<file path="src/rtl/bllc_pkg.sv">
// Shared types and constants for the bin level lock alarm block.
// No dependencies; the divider, datapath, controller and top import this package.
package bllc_pkg;

  localparam int NUM_ECHOES = 5;
  localparam int ECW        = $clog2(NUM_ECHOES);

  localparam int ECHO_W = 15;
  localparam int DIST_W = 10;
  localparam int PCT_W  = 7;
  localparam int EV_W   = 3;
  localparam int CNT_W  = 4;
  localparam int RUN_W  = 8;
  localparam int TIME_W = 32;
  localparam int CFG_W  = 9;

  // cm = floor(t*34/2000) = (t * CM_MULT) >> CM_SHIFT, exact for t < 2^15
  localparam int           CM_SHIFT  = 29;
  localparam int           CM_PROD_W = ECHO_W + 24;
  localparam logic [23:0]  CM_MULT   = 24'd9126807;
  localparam logic [DIST_W-1:0] NO_ECHO_CM = 10'd999;
  localparam logic [DIST_W-1:0] DIST_RESET = 10'd30;
  localparam logic [PCT_W-1:0]  PCT_MAX    = 7'd100;

  // fill percent divider
  localparam int DVD_W = 16;
  localparam int DSR_W = 9;
  localparam int DIV_CNT_W = $clog2(DVD_W);

  // modes
  localparam logic [1:0] MODE_SAMPLE = 2'd0;
  localparam logic [1:0] MODE_TIME   = 2'd1;
  localparam logic [1:0] MODE_CARD   = 2'd2;

  // events
  localparam logic [EV_W-1:0] EV_NONE     = 3'd0;
  localparam logic [EV_W-1:0] EV_FULL     = 3'd1;
  localparam logic [EV_W-1:0] EV_EMPTIED  = 3'd2;
  localparam logic [EV_W-1:0] EV_REMINDER = 3'd3;
  localparam logic [EV_W-1:0] EV_CARD     = 3'd4;

  // configuration register indexes
  localparam int CFG_IDX_W  = 3;
  localparam int CFG_DATA_W = 32;
  localparam logic [CFG_IDX_W-1:0] REG_FULL     = 3'd0;
  localparam logic [CFG_IDX_W-1:0] REG_EMPTY    = 3'd1;
  localparam logic [CFG_IDX_W-1:0] REG_DEPTH    = 3'd2;
  localparam logic [CFG_IDX_W-1:0] REG_USABLE   = 3'd3;
  localparam logic [CFG_IDX_W-1:0] REG_CONFIRM  = 3'd4;
  localparam logic [CFG_IDX_W-1:0] REG_INTERVAL = 3'd5;
  localparam logic [CFG_IDX_W-1:0] REG_MAXREM   = 3'd6;

  typedef struct packed {
    logic [CFG_W-1:0]  full_distance_cm;
    logic [CFG_W-1:0]  empty_distance_cm;
    logic [CFG_W-1:0]  depth_cm;
    logic [CFG_W-1:0]  span_cm;
    logic [RUN_W-1:0]  confirm_count;
    logic [TIME_W-1:0] reminder_interval_ms;
    logic [CNT_W-1:0]  max_reminders;
  } cfg_t;

  typedef struct packed {
    logic           in_ready;
    logic           mul_en;
    logic           sto_en;
    logic           sort_en;
    logic           upd_en;
    logic           div_start;
    logic           out_load;
    logic [ECW-1:0] idx;
  } cmd_t;

  typedef struct packed {
    logic accept;
    logic absent;
    logic sample;
    logic div_busy;
    logic out_free;
  } status_t;

endpackage

</file>
<file path="src/rtl/bllc_in_if.sv">
// Input channel of the bin level lock alarm: valid/ready plus the item fields.
// Uses no package.
interface bllc_in_if;
  logic        valid;
  logic        ready;
  logic [1:0]  mode;
  logic        bin;
  logic [31:0] now_ms;
  logic [14:0] echo_0;
  logic [14:0] echo_1;
  logic [14:0] echo_2;
  logic [14:0] echo_3;
  logic [14:0] echo_4;

  modport source (output valid, mode, bin, now_ms, echo_0, echo_1, echo_2, echo_3, echo_4,
                  input ready);
  modport sink   (input valid, mode, bin, now_ms, echo_0, echo_1, echo_2, echo_3, echo_4,
                  output ready);
endinterface

</file>
<file path="src/rtl/bllc_out_if.sv">
// Result channel of the bin level lock alarm: valid/ready plus the result fields.
// Uses no package.
interface bllc_out_if;
  logic       valid;
  logic       ready;
  logic [9:0] distance_cm;
  logic [6:0] level_pct;
  logic       is_locked;
  logic [2:0] event_res;
  logic [3:0] alert_number;

  modport source (output valid, distance_cm, level_pct, is_locked, event_res, alert_number,
                  input ready);
  modport sink   (input valid, distance_cm, level_pct, is_locked, event_res, alert_number,
                  output ready);
endinterface

</file>
<file path="src/rtl/bllc_div.sv">
// Radix-2 restoring divider for the fill percent, one quotient bit per cycle.
// Depends on bllc_pkg.
module bllc_div (
  input  logic                       clk,
  input  logic                       rst,
  input  logic                       start,
  input  logic [bllc_pkg::DVD_W-1:0] dividend,
  input  logic [bllc_pkg::DSR_W-1:0] divisor,
  output logic                       busy,
  output logic [bllc_pkg::DVD_W-1:0] quotient
);
  import bllc_pkg::*;

  logic [DSR_W-1:0]     rem;
  logic [DVD_W-1:0]     quo;
  logic [DSR_W-1:0]     dsr;
  logic [DIV_CNT_W-1:0] cnt;
  logic [DSR_W:0]       rem_sh;
  logic [DSR_W:0]       rem_diff;
  logic                 ge;

  assign rem_sh   = {rem, quo[DVD_W-1]};
  assign ge       = rem_sh >= {1'b0, dsr};
  assign rem_diff = rem_sh - {1'b0, dsr};
  assign quotient = quo;

  always_ff @(posedge clk) begin
    if (rst) begin
      busy <= 1'b0;
      cnt  <= '0;
    end else if (start) begin
      busy <= 1'b1;
      cnt  <= '0;
    end else if (busy) begin
      cnt <= cnt + 1'b1;
      if (cnt == DIV_CNT_W'(DVD_W - 1)) begin
        busy <= 1'b0;
      end
    end
  end

  always_ff @(posedge clk) begin
    if (start) begin
      rem <= '0;
      quo <= dividend;
      dsr <= divisor;
    end else if (busy) begin
      rem <= ge ? rem_diff[DSR_W-1:0] : rem_sh[DSR_W-1:0];
      quo <= {quo[DVD_W-2:0], ge};
    end
  end

endmodule

</file>
<file path="src/rtl/bllc_dp.sv">
// Datapath: input latch, echo conversion, sort array, per-bin state, fill
// percent and result register. Depends on bllc_pkg, the channel interfaces, bllc_div.
module bllc_dp #(
  parameter int NUM_BINS = 2
) (
  input  logic              clk,
  input  logic              rst,
  bllc_in_if.sink           req,
  bllc_out_if.source        rsp,
  input  bllc_pkg::cfg_t    cfg,
  input  bllc_pkg::cmd_t    cmd,
  output bllc_pkg::status_t status
);
  import bllc_pkg::*;

  localparam int BIW = (NUM_BINS > 1) ? $clog2(NUM_BINS) : 1;

  // latched item
  logic [1:0]        mode_r;
  logic              bin_r;
  logic [TIME_W-1:0] now_r;
  logic [ECHO_W-1:0] echo [NUM_ECHOES];

  // conversion and sort
  logic [CM_PROD_W-1:0] prod;
  logic                 prod_zero;
  logic [DIST_W-1:0]    val [NUM_ECHOES];
  logic [DIST_W-1:0]    val_next [NUM_ECHOES];

  // per-bin state
  logic              locked   [NUM_BINS];
  logic [RUN_W-1:0]  full_run [NUM_BINS];
  logic [RUN_W-1:0]  empty_run[NUM_BINS];
  logic [CNT_W-1:0]  alerts   [NUM_BINS];
  logic [TIME_W-1:0] last_time[NUM_BINS];
  logic [DIST_W-1:0] last_dist[NUM_BINS];

  // updated values of the addressed bin
  logic              lk_next;
  logic [RUN_W-1:0]  fr_next, er_next;
  logic [CNT_W-1:0]  al_next;
  logic [TIME_W-1:0] lt_next;
  logic [DIST_W-1:0] ld_next;
  logic [EV_W-1:0]   ev_next;

  // result fields before the output register
  logic [DIST_W-1:0] res_dist;
  logic              res_lock;
  logic [EV_W-1:0]   res_ev;
  logic [CNT_W-1:0]  res_alerts;

  logic              out_valid;
  logic [BIW-1:0]    bidx;
  logic              accept;
  logic              absent;
  logic              div_busy;

  assign bidx   = BIW'(bin_r);
  assign absent = {3'b000, bin_r} >= 4'(NUM_BINS);
  assign accept = req.valid && req.ready;
  assign req.ready = cmd.in_ready;

  assign status.accept   = accept;
  assign status.absent   = absent;
  assign status.sample   = (mode_r == MODE_SAMPLE);
  assign status.div_busy = div_busy;
  assign status.out_free = !out_valid || rsp.ready;

  always_ff @(posedge clk) begin
    if (accept) begin
      mode_r  <= req.mode;
      bin_r   <= req.bin;
      now_r   <= req.now_ms;
      echo[0] <= req.echo_0;
      echo[1] <= req.echo_1;
      echo[2] <= req.echo_2;
      echo[3] <= req.echo_3;
      echo[4] <= req.echo_4;
    end
  end

  // echo to cm: multiply in one step, shift and store in the next
  always_ff @(posedge clk) begin
    if (cmd.mul_en) begin
      prod      <= CM_PROD_W'(echo[cmd.idx]) * CM_PROD_W'(CM_MULT);
      prod_zero <= (echo[cmd.idx] == '0);
    end
  end

  // one odd-even transposition pass per cycle
  always_comb begin
    for (int i = 0; i < NUM_ECHOES; i++) begin
      val_next[i] = val[i];
    end
    for (int i = 0; i < NUM_ECHOES - 1; i++) begin
      if (i[0] == cmd.idx[0] && val[i] > val[i+1]) begin
        val_next[i]   = val[i+1];
        val_next[i+1] = val[i];
      end
    end
  end

  always_ff @(posedge clk) begin
    if (cmd.sto_en) begin
      val[cmd.idx] <= prod_zero ? NO_ECHO_CM : prod[CM_SHIFT +: DIST_W];
    end else if (cmd.sort_en) begin
      for (int i = 0; i < NUM_ECHOES; i++) begin
        val[i] <= val_next[i];
      end
    end
  end

  // state update of the addressed bin
  always_comb begin
    logic [RUN_W-1:0]  need;
    logic [DIST_W-1:0] d;
    need    = (cfg.confirm_count == '0) ? RUN_W'(1) : cfg.confirm_count;
    d       = val[NUM_ECHOES/2];
    lk_next = locked[bidx];
    fr_next = full_run[bidx];
    er_next = empty_run[bidx];
    al_next = alerts[bidx];
    lt_next = last_time[bidx];
    ld_next = last_dist[bidx];
    ev_next = EV_NONE;
    unique case (mode_r)
      MODE_SAMPLE: begin
        ld_next = d;
        if (!locked[bidx]) begin
          if (d <= {1'b0, cfg.full_distance_cm}) begin
            fr_next = (fr_next == '1) ? fr_next : fr_next + 1'b1;
            er_next = '0;
          end else begin
            fr_next = '0;
          end
          if (fr_next >= need) begin
            fr_next = '0;
            lk_next = 1'b1;
            al_next = CNT_W'(1);
            lt_next = now_r;
            ev_next = EV_FULL;
          end
        end else begin
          if (d >= {1'b0, cfg.empty_distance_cm}) begin
            er_next = (er_next == '1) ? er_next : er_next + 1'b1;
            fr_next = '0;
          end else begin
            er_next = '0;
          end
          if (er_next >= need) begin
            er_next = '0;
            lk_next = 1'b0;
            al_next = '0;
            ev_next = EV_EMPTIED;
          end
        end
      end
      MODE_TIME: begin
        if (locked[bidx] && alerts[bidx] < cfg.max_reminders &&
            (now_r - last_time[bidx]) >= cfg.reminder_interval_ms) begin
          al_next = alerts[bidx] + 1'b1;
          lt_next = now_r;
          ev_next = EV_REMINDER;
        end
      end
      MODE_CARD: begin
        lk_next = 1'b0;
        al_next = '0;
        ev_next = EV_CARD;
      end
      default: begin
      end
    endcase
  end

  always_ff @(posedge clk) begin
    if (rst) begin
      for (int b = 0; b < NUM_BINS; b++) begin
        locked[b]    <= 1'b0;
        full_run[b]  <= '0;
        empty_run[b] <= '0;
        alerts[b]    <= '0;
        last_time[b] <= '0;
        last_dist[b] <= DIST_RESET;
      end
    end else if (cmd.upd_en && !absent) begin
      locked[bidx]    <= lk_next;
      full_run[bidx]  <= fr_next;
      empty_run[bidx] <= er_next;
      alerts[bidx]    <= al_next;
      last_time[bidx] <= lt_next;
      last_dist[bidx] <= ld_next;
    end
  end

  always_ff @(posedge clk) begin
    if (cmd.upd_en) begin
      res_dist   <= ld_next;
      res_lock   <= lk_next;
      res_ev     <= ev_next;
      res_alerts <= al_next;
    end
  end

  // fill percent: clamp, subtract, scale, divide
  logic [DIST_W-1:0] dc;
  logic [CFG_W-1:0]  filled;
  logic [DVD_W-1:0]  dividend;
  logic [DSR_W-1:0]  divisor;
  logic [DVD_W-1:0]  quotient;
  logic [PCT_W-1:0]  pct;

  always_comb begin
    if (res_dist < {1'b0, cfg.full_distance_cm}) begin
      dc = {1'b0, cfg.full_distance_cm};
    end else if (res_dist > {1'b0, cfg.depth_cm}) begin
      dc = {1'b0, cfg.depth_cm};
    end else begin
      dc = res_dist;
    end
    filled   = (dc < {1'b0, cfg.depth_cm}) ? cfg.depth_cm - dc[CFG_W-1:0] : '0;
    dividend = DVD_W'(filled) * DVD_W'(100);
    divisor  = (cfg.span_cm == '0) ? DSR_W'(1) : cfg.span_cm;
    pct      = (quotient > DVD_W'(PCT_MAX)) ? PCT_MAX : quotient[PCT_W-1:0];
  end

  bllc_div u_div (
    .clk      (clk),
    .rst      (rst),
    .start    (cmd.div_start),
    .dividend (dividend),
    .divisor  (divisor),
    .busy     (div_busy),
    .quotient (quotient)
  );

  // result register
  always_ff @(posedge clk) begin
    if (rst) begin
      out_valid <= 1'b0;
    end else if (cmd.out_load) begin
      out_valid <= 1'b1;
    end else if (rsp.ready) begin
      out_valid <= 1'b0;
    end
  end

  always_ff @(posedge clk) begin
    if (cmd.out_load) begin
      rsp.distance_cm  <= absent ? '0 : res_dist;
      rsp.level_pct    <= absent ? '0 : pct;
      rsp.is_locked    <= absent ? 1'b0 : res_lock;
      rsp.event_res    <= absent ? EV_NONE : res_ev;
      rsp.alert_number <= absent ? '0 : res_alerts;
    end
  end

  assign rsp.valid = out_valid;

endmodule

</file>
<file path="src/rtl/bllc_ctrl.sv">
// Controller state machine: sequences conversion, sort, update, divide and
// result handoff. Depends on bllc_pkg.
module bllc_ctrl (
  input  logic              clk,
  input  logic              rst,
  input  bllc_pkg::status_t status,
  output bllc_pkg::cmd_t    cmd
);
  import bllc_pkg::*;

  localparam logic [3:0] S_IDLE = 4'd0;
  localparam logic [3:0] S_DISP = 4'd1;
  localparam logic [3:0] S_MUL  = 4'd2;
  localparam logic [3:0] S_STO  = 4'd3;
  localparam logic [3:0] S_SORT = 4'd4;
  localparam logic [3:0] S_UPD  = 4'd5;
  localparam logic [3:0] S_PREP = 4'd6;
  localparam logic [3:0] S_DIV  = 4'd7;
  localparam logic [3:0] S_FIN  = 4'd8;

  localparam logic [ECW-1:0] IDX_LAST = ECW'(NUM_ECHOES - 1);

  logic [3:0]     state, state_next;
  logic [ECW-1:0] idx, idx_next;

  always_comb begin
    state_next = state;
    idx_next   = idx;
    cmd        = '0;
    cmd.idx    = idx;
    unique case (state)
      S_IDLE: begin
        // no item taken while reset is held
        cmd.in_ready = !rst;
        if (status.accept) begin
          state_next = S_DISP;
        end
      end
      S_DISP: begin
        idx_next = '0;
        priority if (status.absent) begin
          state_next = S_FIN;
        end else if (status.sample) begin
          state_next = S_MUL;
        end else begin
          state_next = S_UPD;
        end
      end
      S_MUL: begin
        cmd.mul_en = 1'b1;
        state_next = S_STO;
      end
      S_STO: begin
        cmd.sto_en = 1'b1;
        if (idx == IDX_LAST) begin
          idx_next   = '0;
          state_next = S_SORT;
        end else begin
          idx_next   = idx + 1'b1;
          state_next = S_MUL;
        end
      end
      S_SORT: begin
        cmd.sort_en = 1'b1;
        if (idx == IDX_LAST) begin
          idx_next   = '0;
          state_next = S_UPD;
        end else begin
          idx_next = idx + 1'b1;
        end
      end
      S_UPD: begin
        cmd.upd_en = 1'b1;
        state_next = S_PREP;
      end
      S_PREP: begin
        cmd.div_start = 1'b1;
        state_next    = S_DIV;
      end
      S_DIV: begin
        if (!status.div_busy) begin
          state_next = S_FIN;
        end
      end
      S_FIN: begin
        if (status.out_free) begin
          cmd.out_load = 1'b1;
          state_next   = S_IDLE;
        end
      end
      default: begin
        state_next = S_IDLE;
      end
    endcase
  end

  always_ff @(posedge clk) begin
    if (rst) begin
      state <= S_IDLE;
      idx   <= '0;
    end else begin
      state <= state_next;
      idx   <= idx_next;
    end
  end

endmodule

</file>
<file path="src/rtl/bin_level_lock_alarm_top.sv">
// Top level of the two-bin fill monitor with lock and reminder alerts.
// Holds the configuration registers; depends on bllc_pkg, the interfaces, bllc_ctrl, bllc_dp.
//
//   channel  dir  handshake     item
//   req      in   valid/ready   mode, bin, now_ms, echo_0..echo_4
//   rsp      out  valid/ready   distance_cm, level_pct, is_locked, event_res, alert_number
//   wr_*     in   wr_en only    register index, 32-bit data
//
// Sequence: a sample item runs from accept through dispatch, five echo multiply/store
//   pairs, five sort passes, update, divider start, the divider steps (one quotient
//   bit each), a state that sees it finish and handoff; time and card items skip the
//   pairs and passes. The serial divider and the shared echo multiplier shape this sequence.
// Reset: synchronous, active high; clears the sequencer, the per-bin state and
//   restores register defaults. No item is taken while reset is held.
// Stalls: the next item is taken while a result waits in the output register;
//   only the handoff step waits for rsp.ready.
module bin_level_lock_alarm_top #(
  parameter int NUM_BINS = 2
) (
  input  logic                            clk,
  input  logic                            rst,
  bllc_in_if.sink                         req,
  bllc_out_if.source                      rsp,
  input  logic                            wr_en,
  input  logic [bllc_pkg::CFG_IDX_W-1:0]  wr_index,
  input  logic [bllc_pkg::CFG_DATA_W-1:0] wr_data
);
  import bllc_pkg::*;

  cfg_t    cfg;
  cmd_t    cmd;
  status_t status;

  // configuration registers; the user must write them only while no item is in flight; not enforced here
  always_ff @(posedge clk) begin
    if (rst) begin
      cfg.full_distance_cm     <= 9'd10;
      cfg.empty_distance_cm    <= 9'd25;
      cfg.depth_cm             <= 9'd30;
      cfg.span_cm              <= 9'd20;
      cfg.confirm_count        <= 8'd3;
      cfg.reminder_interval_ms <= 32'd28800000;
      cfg.max_reminders        <= 4'd3;
    end else if (wr_en) begin
      unique case (wr_index)
        REG_FULL:     cfg.full_distance_cm     <= wr_data[CFG_W-1:0];
        REG_EMPTY:    cfg.empty_distance_cm    <= wr_data[CFG_W-1:0];
        REG_DEPTH:    cfg.depth_cm             <= wr_data[CFG_W-1:0];
        REG_USABLE:   cfg.span_cm              <= wr_data[CFG_W-1:0];
        REG_CONFIRM:  cfg.confirm_count        <= wr_data[RUN_W-1:0];
        REG_INTERVAL: cfg.reminder_interval_ms <= wr_data[TIME_W-1:0];
        REG_MAXREM:   cfg.max_reminders        <= wr_data[CNT_W-1:0];
        default: begin
          // index beyond the register list: ignored
        end
      endcase
    end
  end

  bllc_ctrl u_ctrl (
    .clk    (clk),
    .rst    (rst),
    .status (status),
    .cmd    (cmd)
  );

  bllc_dp #(
    .NUM_BINS (NUM_BINS)
  ) u_dp (
    .clk    (clk),
    .rst    (rst),
    .req    (req),
    .rsp    (rsp),
    .cfg    (cfg),
    .cmd    (cmd),
    .status (status)
  );

  // result only loads into a free output register
  a_load_free: assert property (@(posedge clk) disable iff (rst)
    cmd.out_load |-> status.out_free)
    else $error("result loaded over a waiting result");

  // one item in flight: no accept right after an accept
  a_one_item: assert property (@(posedge clk) disable iff (rst)
    (req.valid && req.ready) |=> !req.ready)
    else $error("second item accepted while one is in flight");

  // percent never leaves its range
  a_pct_range: assert property (@(posedge clk) disable iff (rst)
    rsp.valid |-> (rsp.level_pct <= PCT_MAX))
    else $error("fill percent above 100");

  // divider runs only between its start and the handoff
  a_div_quiet: assert property (@(posedge clk) disable iff (rst)
    req.ready |-> !status.div_busy)
    else $error("divider busy while idle");

endmodule
</file>
<file path="src/flat_wrapper.sv">
// flat-port wrapper written by rule: the top's interface ports become plain ports
module bin_level_lock_alarm_top_flat import bllc_pkg::*;
#(
  parameter int NUM_BINS = 2
)
  (clk, rst, wr_en, wr_index, wr_data, req_valid, req_mode, req_bin, req_now_ms, req_echo_0, req_echo_1, req_echo_2, req_echo_3, req_echo_4, req_ready, rsp_valid, rsp_distance_cm, rsp_level_pct, rsp_is_locked, rsp_event_res, rsp_alert_number, rsp_ready);
  bllc_in_if req_i ();
  bllc_out_if rsp_i ();
  input  logic clk;
  input  logic rst;
  input  logic wr_en;
  input  logic [bllc_pkg::CFG_IDX_W-1:0] wr_index;
  input  logic [bllc_pkg::CFG_DATA_W-1:0] wr_data;
  input wire logic [$bits(req_i.valid)-1:0] req_valid;
  input wire logic [$bits(req_i.mode)-1:0] req_mode;
  input wire logic [$bits(req_i.bin)-1:0] req_bin;
  input wire logic [$bits(req_i.now_ms)-1:0] req_now_ms;
  input wire logic [$bits(req_i.echo_0)-1:0] req_echo_0;
  input wire logic [$bits(req_i.echo_1)-1:0] req_echo_1;
  input wire logic [$bits(req_i.echo_2)-1:0] req_echo_2;
  input wire logic [$bits(req_i.echo_3)-1:0] req_echo_3;
  input wire logic [$bits(req_i.echo_4)-1:0] req_echo_4;
  output wire logic [$bits(req_i.ready)-1:0] req_ready;
  output wire logic [$bits(rsp_i.valid)-1:0] rsp_valid;
  output wire logic [$bits(rsp_i.distance_cm)-1:0] rsp_distance_cm;
  output wire logic [$bits(rsp_i.level_pct)-1:0] rsp_level_pct;
  output wire logic [$bits(rsp_i.is_locked)-1:0] rsp_is_locked;
  output wire logic [$bits(rsp_i.event_res)-1:0] rsp_event_res;
  output wire logic [$bits(rsp_i.alert_number)-1:0] rsp_alert_number;
  input wire logic [$bits(rsp_i.ready)-1:0] rsp_ready;
  assign req_i.valid = req_valid;
  assign req_i.mode = req_mode;
  assign req_i.bin = req_bin;
  assign req_i.now_ms = req_now_ms;
  assign req_i.echo_0 = req_echo_0;
  assign req_i.echo_1 = req_echo_1;
  assign req_i.echo_2 = req_echo_2;
  assign req_i.echo_3 = req_echo_3;
  assign req_i.echo_4 = req_echo_4;
  assign req_ready = req_i.ready;
  assign rsp_valid = rsp_i.valid;
  assign rsp_distance_cm = rsp_i.distance_cm;
  assign rsp_level_pct = rsp_i.level_pct;
  assign rsp_is_locked = rsp_i.is_locked;
  assign rsp_event_res = rsp_i.event_res;
  assign rsp_alert_number = rsp_i.alert_number;
  assign rsp_i.ready = rsp_ready;
  bin_level_lock_alarm_top #(.NUM_BINS(NUM_BINS)) u_core (.clk(clk), .rst(rst), .req(req_i), .rsp(rsp_i), .wr_en(wr_en), .wr_index(wr_index), .wr_data(wr_data));
endmodule
</file>
<file path="config.mk">
export PLATFORM = sky130hd
export DESIGN_NAME = bin_level_lock_alarm_top_flat
export DESIGN_NICKNAME = d
export VERILOG_FILES = /design/src/rtl/bllc_pkg.sv /design/src/rtl/bllc_in_if.sv /design/src/rtl/bllc_out_if.sv /design/src/rtl/bllc_div.sv /design/src/rtl/bllc_dp.sv /design/src/rtl/bllc_ctrl.sv /design/src/rtl/bin_level_lock_alarm_top.sv /design/src/flat_wrapper.sv
export SDC_FILE = /design/constraint.sdc
export NUM_CORES = 1
export LEC_CHECK = 0
export ABC_AREA = 1
export BUFFER_PORTS_ARGS = -buffer_cell sky130_fd_sc_hd__buf_4
export CORE_AREA = 2 2 185 324
export CTS_BUF_LIST = sky130_fd_sc_hd__clkbuf_4
export DETAILED_ROUTE_END_ITERATION = 7
export DIE_AREA = 0 0 187 326
export PLACE_DENSITY = 0.7
export REMOVE_ABC_BUFFERS = 1
export SYNTH_ARGS = -nofsm -noshare
export SYNTH_HDL_FRONTEND = slang
export SYNTH_SLANG_ARGS = --single-unit
</file>
<file path="constraint.sdc">
create_clock -name clk -period 9.5 [get_ports clk]
set_input_delay 1.9 -clock clk [delete_from_list [all_inputs] [get_ports clk]]
set_output_delay 1.9 -clock clk [all_outputs]
set_load 0.03 [all_outputs]
</file>
==> metrics, run 1 <==
outcome=finished, final reports clean; critical path, cell by cell=inv_1 -> o21ai_0 -> o22ai_1 -> nand2_1 -> o21ai_0 -> ha_1 -> fa_1 -> inv_1 -> fa_1 -> fa_1 -> inv_1 -> fa_1 -> inv_1 -> fa_1 -> inv_1 -> ha_1 -> nand2_1 -> inv_1 -> nand2_1 -> or4_1 -> o21ai_0 -> nand2_1 -> nand3_1 -> nand2_1; total CTS buffers=roughly 110; number of endpoints with negative hold slack in the final report=0; die outline width=roughly 190 µm; routed vias=about 25000; wire length of the first global-routing pass=130000 µm; count of nets after finishing=between 4000 and 5000; met1 Resource Use GR=25.8%; first-pass iteration count of the detailed router=5; grt total ovfl=0; sort of element at the start of the critical path=flop; critical path's slowest cell=dfxtp_1; starting density of the core=a little over half; required arrival time at the worst endpoint=slightly above 10 ns; maximum fanout along the worst path=31; unrepaired setup endpoints after global routing=false; share of the synthesized area in the top cell type=34.3%; I/O pins=177; Min-Delay Path Depth=0; placer congestion estimate=around 1; max capacitance violation total=0; number of enable-type register cells in the synthesized netlist=between 300 and 400; sink count of the clock tree=around 470; detailed placement HPWL=65100 µm; cell family contributing the most delay on the critical path=adder cells; post-route antenna net violation count=0; Period Utilization, post-route=approximately four fifths; total negative setup slack=0 ns; dominant cell type by count on the critical path=inv_1; maximum clock skew at final layout=around 0.060 ns; number of storage elements in the synthesis netlist=~470; cts hold-fix bufs=0; global routing usage on met3=under 10%; CTS tree=built; Primary FF master, synth=edfxtp_1; register area share after synthesis=between 40% and 50%; Syn-to-layout area delta=11.7%; number of cells on the critical path=24; netlist area before placement=roughly 32000 µm²; fraction of registers with async set or reset after synthesis=0%; delay of the slowest cell on the worst path=roughly 0.92 ns; main area contributors after synthesis=edfxtp_1 34%, ha_1 15%, fa_1 6.9%; maximum number of pins on one net before global-route repair=91; worst-case register-to-register setup slack=around 2 ns; Detailed Route Iter0 Violations=about 1000; via count of the first global-routing pass=approximately 26000; busiest metal layer after global routing=met2; WS Path Type=reg -> reg; HP Class=reg -> reg; CTS Root Buffer Type=clkbuf_4; clock transition at the register clock pins on the worst setup and hold paths after CTS=roughly 0.07 ns; core box area=about 60000 µm²; post-route DRC violation count=0; share of cells above drive strength 1=a little under an eighth; # port buffers=176; Rows=about 120; number of different library cells in the post-synthesis netlist=60; Avg Cell Area, Syn=9.12 µm²; routed wire length per instance=18.1 µm; cell area after layout=between 30000 and 40000 µm²; total buffers and inverters traversed by the critical path=6; FF-to-FF path depth=24; fillcell total=about 5200; clock latency at the later pin of the worst-skew pair=0.96 ns; average vias per placed instance=between 5 and 6; nature of the critical path endpoint=flop; area after detailed placement=34000 µm²; antenna violations before repair=5; pin slew with the least headroom to its limit=~1.2 ns; slew margin rel.=between 10% and 20%; met2 routing resource usage after global routing=a little over half; Die Footprint=61000 µm²; instance count of the mapped netlist=between 3000 and 4000; Post-CTS Repair Setup Buffers=0; Die Y-Extent=about 330 µm; CTS Buffer Depth=3; data arrival time of the worst path=approximately 8.2 ns; Tot GR Track Use=a little over a quarter; number of gates resized after cts=0; post-detailed-routing wire length=83400 µm; Slew Viols, Final=0; number of H-tree levels=3; shortest period the worst path allows=~7.5 ns; number of setup violations in the final report=0; yosys warns=0; timing-limited maximum frequency=~130 MHz; cell type with the highest aggregate area in the netlist=edfxtp_1
[routing by layer]
layer  routed length, µm  vias to the layer above
met2               46200                      686
li1                    -                    12306
met4                5110                        2
met5                   8                        -
met3                3470                      224
met1               28600                    11728
[synth_stat cells, drive strengths merged, types with 2 or more instances]
cell type / n
ha: 382
a21o: 15
o21ai: 283
nor3: 24
mux2i: 31
xor2: 47
o2111ai: 5
o22ai: 19
o31ai: 3
nand3: 94
clkbuf: 67
dfxtp: 108
o21a: 18
a21boi: 4
a31oi: 15
xnor2: 13
and2: 2
o221ai: 12
or2: 21
nor4: 7
o211ai: 62
and3: 2
inv: 578
o41ai: 5
nand2: 553
a221oi: 2
fa: 109
nor2: 311
edfxtp: 363
a21oi: 255
nand4: 31
buf: 22
nor3b: 3
o21bai: 10
[layout by cell type, fill, tap and decap left out, types with 3 or more instances in the layout]
cell type,instances
a21boi_0,4
a21o_1,15
a21oi_1,255
a31oi_1,15
buf_4,205
bufinv_16,3
clkbuf_4,163
clkinv_1,25
clkinv_2,13
clkinv_4,3
dfxtp_1,107
diode_2,5
edfxtp_1,363
fa_1,109
ha_1,382
inv_1,567
inv_2,12
mux2i_1,31
nand2_1,541
nand2_2,10
nand3_1,93
nand4_1,31
nor2_1,301
nor2_2,8
nor3_1,20
nor3b_1,3
nor4_1,6
o2111ai_1,5
o211ai_1,62
o21a_1,18
o21ai_0,271
o21ai_1,11
o21bai_1,10
o221ai_1,12
o22ai_1,19
o31ai_1,3
o41ai_1,4
or2_2,19
xnor2_1,13
xor2_1,47
[cell families (layout without fill, tap and decap cells)]
| family | after synthesis | after routing | share of synthesized area [%] |
|---|---|---|---|
| compound gates | 716 | 716 | 12.7 |
| xor+xnor | 60 | 60 | 1.65 |
| fa+ha+maj | 491 | 491 | 21.9 |
| buf+inv | 668 | 994 | 8.07 |
| flops | 471 | 471 | 41.1 |
| mux | 31 | 31 | 0.975 |
| other cells | 0 | 5 | 0 |
| simple gates | 1050 | 1050 | 13.7 |
[final cells by class]
type	instances	area (µm²)	share of cell area [%]
clock buffers	163	1220	3.44
inverters	579	2170	6.12
clock inverters	47	317	0.891
diodes	5	12.5	0.0352
well taps	780	976	2.75
flip-flops and latches	471	13100	36.8
multi-input cells	2348	16200	45.7
repair buffers	205	1540	4.33
[flip-flops by register name (all words and copies together), names as in the netlist, 7 cells and up, named ones only]
name / flops
u_core.u_dp.rsp.distance_cm: 10
u_core.u_dp.alerts: 8
u_core.cfg: 80
u_core.u_dp.u_div.quotient: 16
u_core.u_dp.now_r: 32
u_core.u_dp.res_dist: 10
u_core.u_dp.u_div.rem: 9
u_core.u_dp.rsp.level_pct: 7
u_core.u_dp.val: 50
u_core.u_dp.echo: 75
u_core.u_dp.empty_run: 16
u_core.u_dp.last_dist: 20
u_core.u_dp.full_run: 16
u_core.u_dp.prod: 10
u_core.u_dp.last_time: 64
u_core.u_dp.u_div.dsr: 9
[metrics by stage]
stage | setup WS, ns | hold WS, ns | utilization, % | cells
after global routing | 1.41 | 0.409 | 60.6 | 4597
final | 1.96 | 0.393 | 60.6 | 4598
after CTS | 1.92 | 0.379 | 60.6 | 4593
after global placement | 2.03 | 0.403 | 58.0 | 4383
after detailed placement | 1.95 | 0.405 | 58.0 | 4383
after floorplan | 2.90 | 0.400 | - | 3398
[final timing paths]
path                                       endpoint                            start
max                  u_core.u_dp.prod[35]$_DFFE_PP_                             flop
min          u_core.u_dp.rsp.event_res[0]$_DFFE_PP_  u_core.u_dp.res_ev[0]$_DFFE_PP_
max reg2reg          u_core.u_dp.prod[35]$_DFFE_PP_                             flop
min reg2reg  u_core.u_dp.rsp.event_res[0]$_DFFE_PP_  u_core.u_dp.res_ev[0]$_DFFE_PP_
Power of run 1 is not shown: default switching activity piles up to over one toggle a cycle in this logic, so the estimate is an artifact.
==> inputs of run 2 (changes only) <==
==> constraint.sdc (replaced) <==
create_clock -name clk -period 7.1 [get_ports clk]
set_input_delay 1.42 -clock clk [delete_from_list [all_inputs] [get_ports clk]]
set_output_delay 1.42 -clock clk [all_outputs]
set_load 0.03 [all_outputs]
==> metrics, run 2 (synthesized netlist as in run 1, its figures left out) <==
outcome=finished, final reports clean; critical path's slowest cell=fa_1; sink count of the clock tree=471; unrepaired setup endpoints after global routing=false; starting density of the core=a little over half; area taken by flip-flops and latches=approximately 13000 µm²; die outline width=approximately 190 µm; Reg with most FFs=u_core.cfg; area of combinational cells with multiple inputs=between 15000 and 20000 µm²; met1 Resource Use GR=26.1%; clock latency at the later pin of the worst-skew pair=between 0.9 and 1 ns; delay of the slowest cell on the worst path=0.52 ns; met2 routing resource usage after global routing=between 50% and 60%; cts hold-fix bufs=0; Die Footprint=between 60000 and 70000 µm²; average vias per placed instance=5.44; post-route antenna net violation count=0; count of nets after finishing=approximately 4400; Tot GR Track Use=about 28%; antenna violations before repair=5; Largest register FFs=80; Die Y-Extent=around 330 µm; routed wire length per instance=approximately 18 µm; grt total ovfl=0; via count of the first global-routing pass=~26000; nature of the critical path endpoint=flop; data arrival time of the worst path=7.28 ns; global routing usage on met3=under 10%; HP Class=reg -> reg; maximum number of pins on one net before global-route repair=86; # port buffers=176; clock transition at the register clock pins on the worst setup and hold paths after CTS=about 0.07 ns; total CTS buffers=between 100 and 150; leading cell types in the layout, fill and taps excluded=567 x inv_1, 540 x nand2_1, 382 x ha_1; Slew Viols, Final=0; Rows=around 120; routed vias=between 20000 and 30000; total negative setup slack=0 ns; post-detailed-routing wire length=between 80000 and 90000 µm; I/O pins=177; placer congestion estimate=slightly below 1; sort of element at the start of the critical path=flop; maximum clock skew at final layout=0.0865 ns; wire length of the first global-routing pass=about 130000 µm; WS Path Type=reg -> reg; number of endpoints with negative hold slack in the final report=0; most common cell after layout, fill and taps aside=inv_1; post-route DRC violation count=0; busiest metal layer after global routing=met2; detailed placement HPWL=between 60000 and 70000 µm; pin slew with the least headroom to its limit=roughly 1.3 ns; CTS tree=built; maximum fanout along the worst path=18; CTS Buffer Depth=3; core box area=around 60000 µm²; critical path, cell by cell=inv_1 -> buf_4 -> o21ai_0 -> o22ai_1 -> nand2_1 -> o21ai_1 -> inv_1 -> ha_1 -> inv_1 -> fa_1 -> fa_1 -> inv_1 -> fa_1 -> fa_1 -> ha_1 -> ha_1 -> nand2_1 -> or4_1 -> o21ai_0 -> nand2_1 -> nand3_1 -> nand2_1; largest registers ranked by flip-flop count=u_core.cfg: 80 flops, u_core.u_dp.echo: 75 flops, u_core.u_dp.last_time: 64 flops; max capacitance violation total=0; CTS Root Buffer Type=clkbuf_4; required arrival time at the worst endpoint=approximately 7.8 ns; share of cells above drive strength 1=roughly 12%; timing-limited maximum frequency=151 MHz; Syn-to-layout area delta=11.9%; Detailed Route Iter0 Violations=approximately 1300; first-pass iteration count of the detailed router=7; number of H-tree levels=3; fillcell total=5110; total buffers and inverters traversed by the critical path=5; shortest period the worst path allows=6.61 ns; cell family contributing the most delay on the critical path=adder cells; Period Utilization, post-route=93.1%; number of setup violations in the final report=0; slew margin rel.=roughly an eighth
## run 2: cell count changes in the layout (fill, tap and decap cells not counted), moves of 2 or more
| cell | previous run | this run |
|---|---|---|
| buf_4 | 205 | 217 |
| clkbuf_4 | 163 | 156 |
| clkinv_2 | 13 | 16 |
| clkinv_4 | 3 | 1 |
| clkinvlp_4 | 0 | 2 |
## run 2: timing repair
action / in CTS / in global routing
setup endpoints to repair: 0 / 4
resized for setup: 0 / 5
buffers inserted: 0 / 0
## run 2: layer usage
| metal | routed length (µm) | vias up |
|---|---|---|
| li1 | - | 12336 |
| met1 | 29000 | 11771 |
| met2 | 46500 | 685 |
| met3 | 3240 | 262 |
| met4 | 5720 | 0 |
| met5 | 0 | - |
## run 2: path summary, 6_finish.rpt
kind / from / end / slack [ns] / cells past startpoint
hold reg to reg: u_core.u_dp.res_alerts[3]$_DFFE_PP_ / u_core.u_dp.rsp.alert_number[3]$_DFFE_PP_ / 0.37 / 0
setup / recovery: flop / u_core.u_dp.prod[35]$_DFFE_PP_ / 0.49 / 22
setup reg to reg: flop / u_core.u_dp.prod[35]$_DFFE_PP_ / 0.49 / 22
hold / removal: u_core.u_dp.res_alerts[3]$_DFFE_PP_ / u_core.u_dp.rsp.alert_number[3]$_DFFE_PP_ / 0.37 / 0
## run 2: area by class of cell
type	count	share of cell area (%)
inverter	579	6.10
tap	780	2.74
timing repair buffer	217	4.57
sequential	471	36.7
clock buffer	156	3.29
multi-input combinational	2348	45.7
clock inverter	50	0.910
antenna	4	0.0281
## run 2: through the flow
step	util [%]	setup slack, ns	cell area [µm²]	hold WS (ns)	cells
after floorplan	-	0.499	31400	0.400	3398
after global placement	58.1	0.562	34100	0.403	4395
after detailed placement	58.1	0.434	34100	0.409	4395
after CTS	60.7	0.391	35600	0.379	4601
after global routing	60.8	0.0286	35600	0.398	4605
final	60.8	0.490	35600	0.374	4605
Power of run 2 is left out for the same reason.
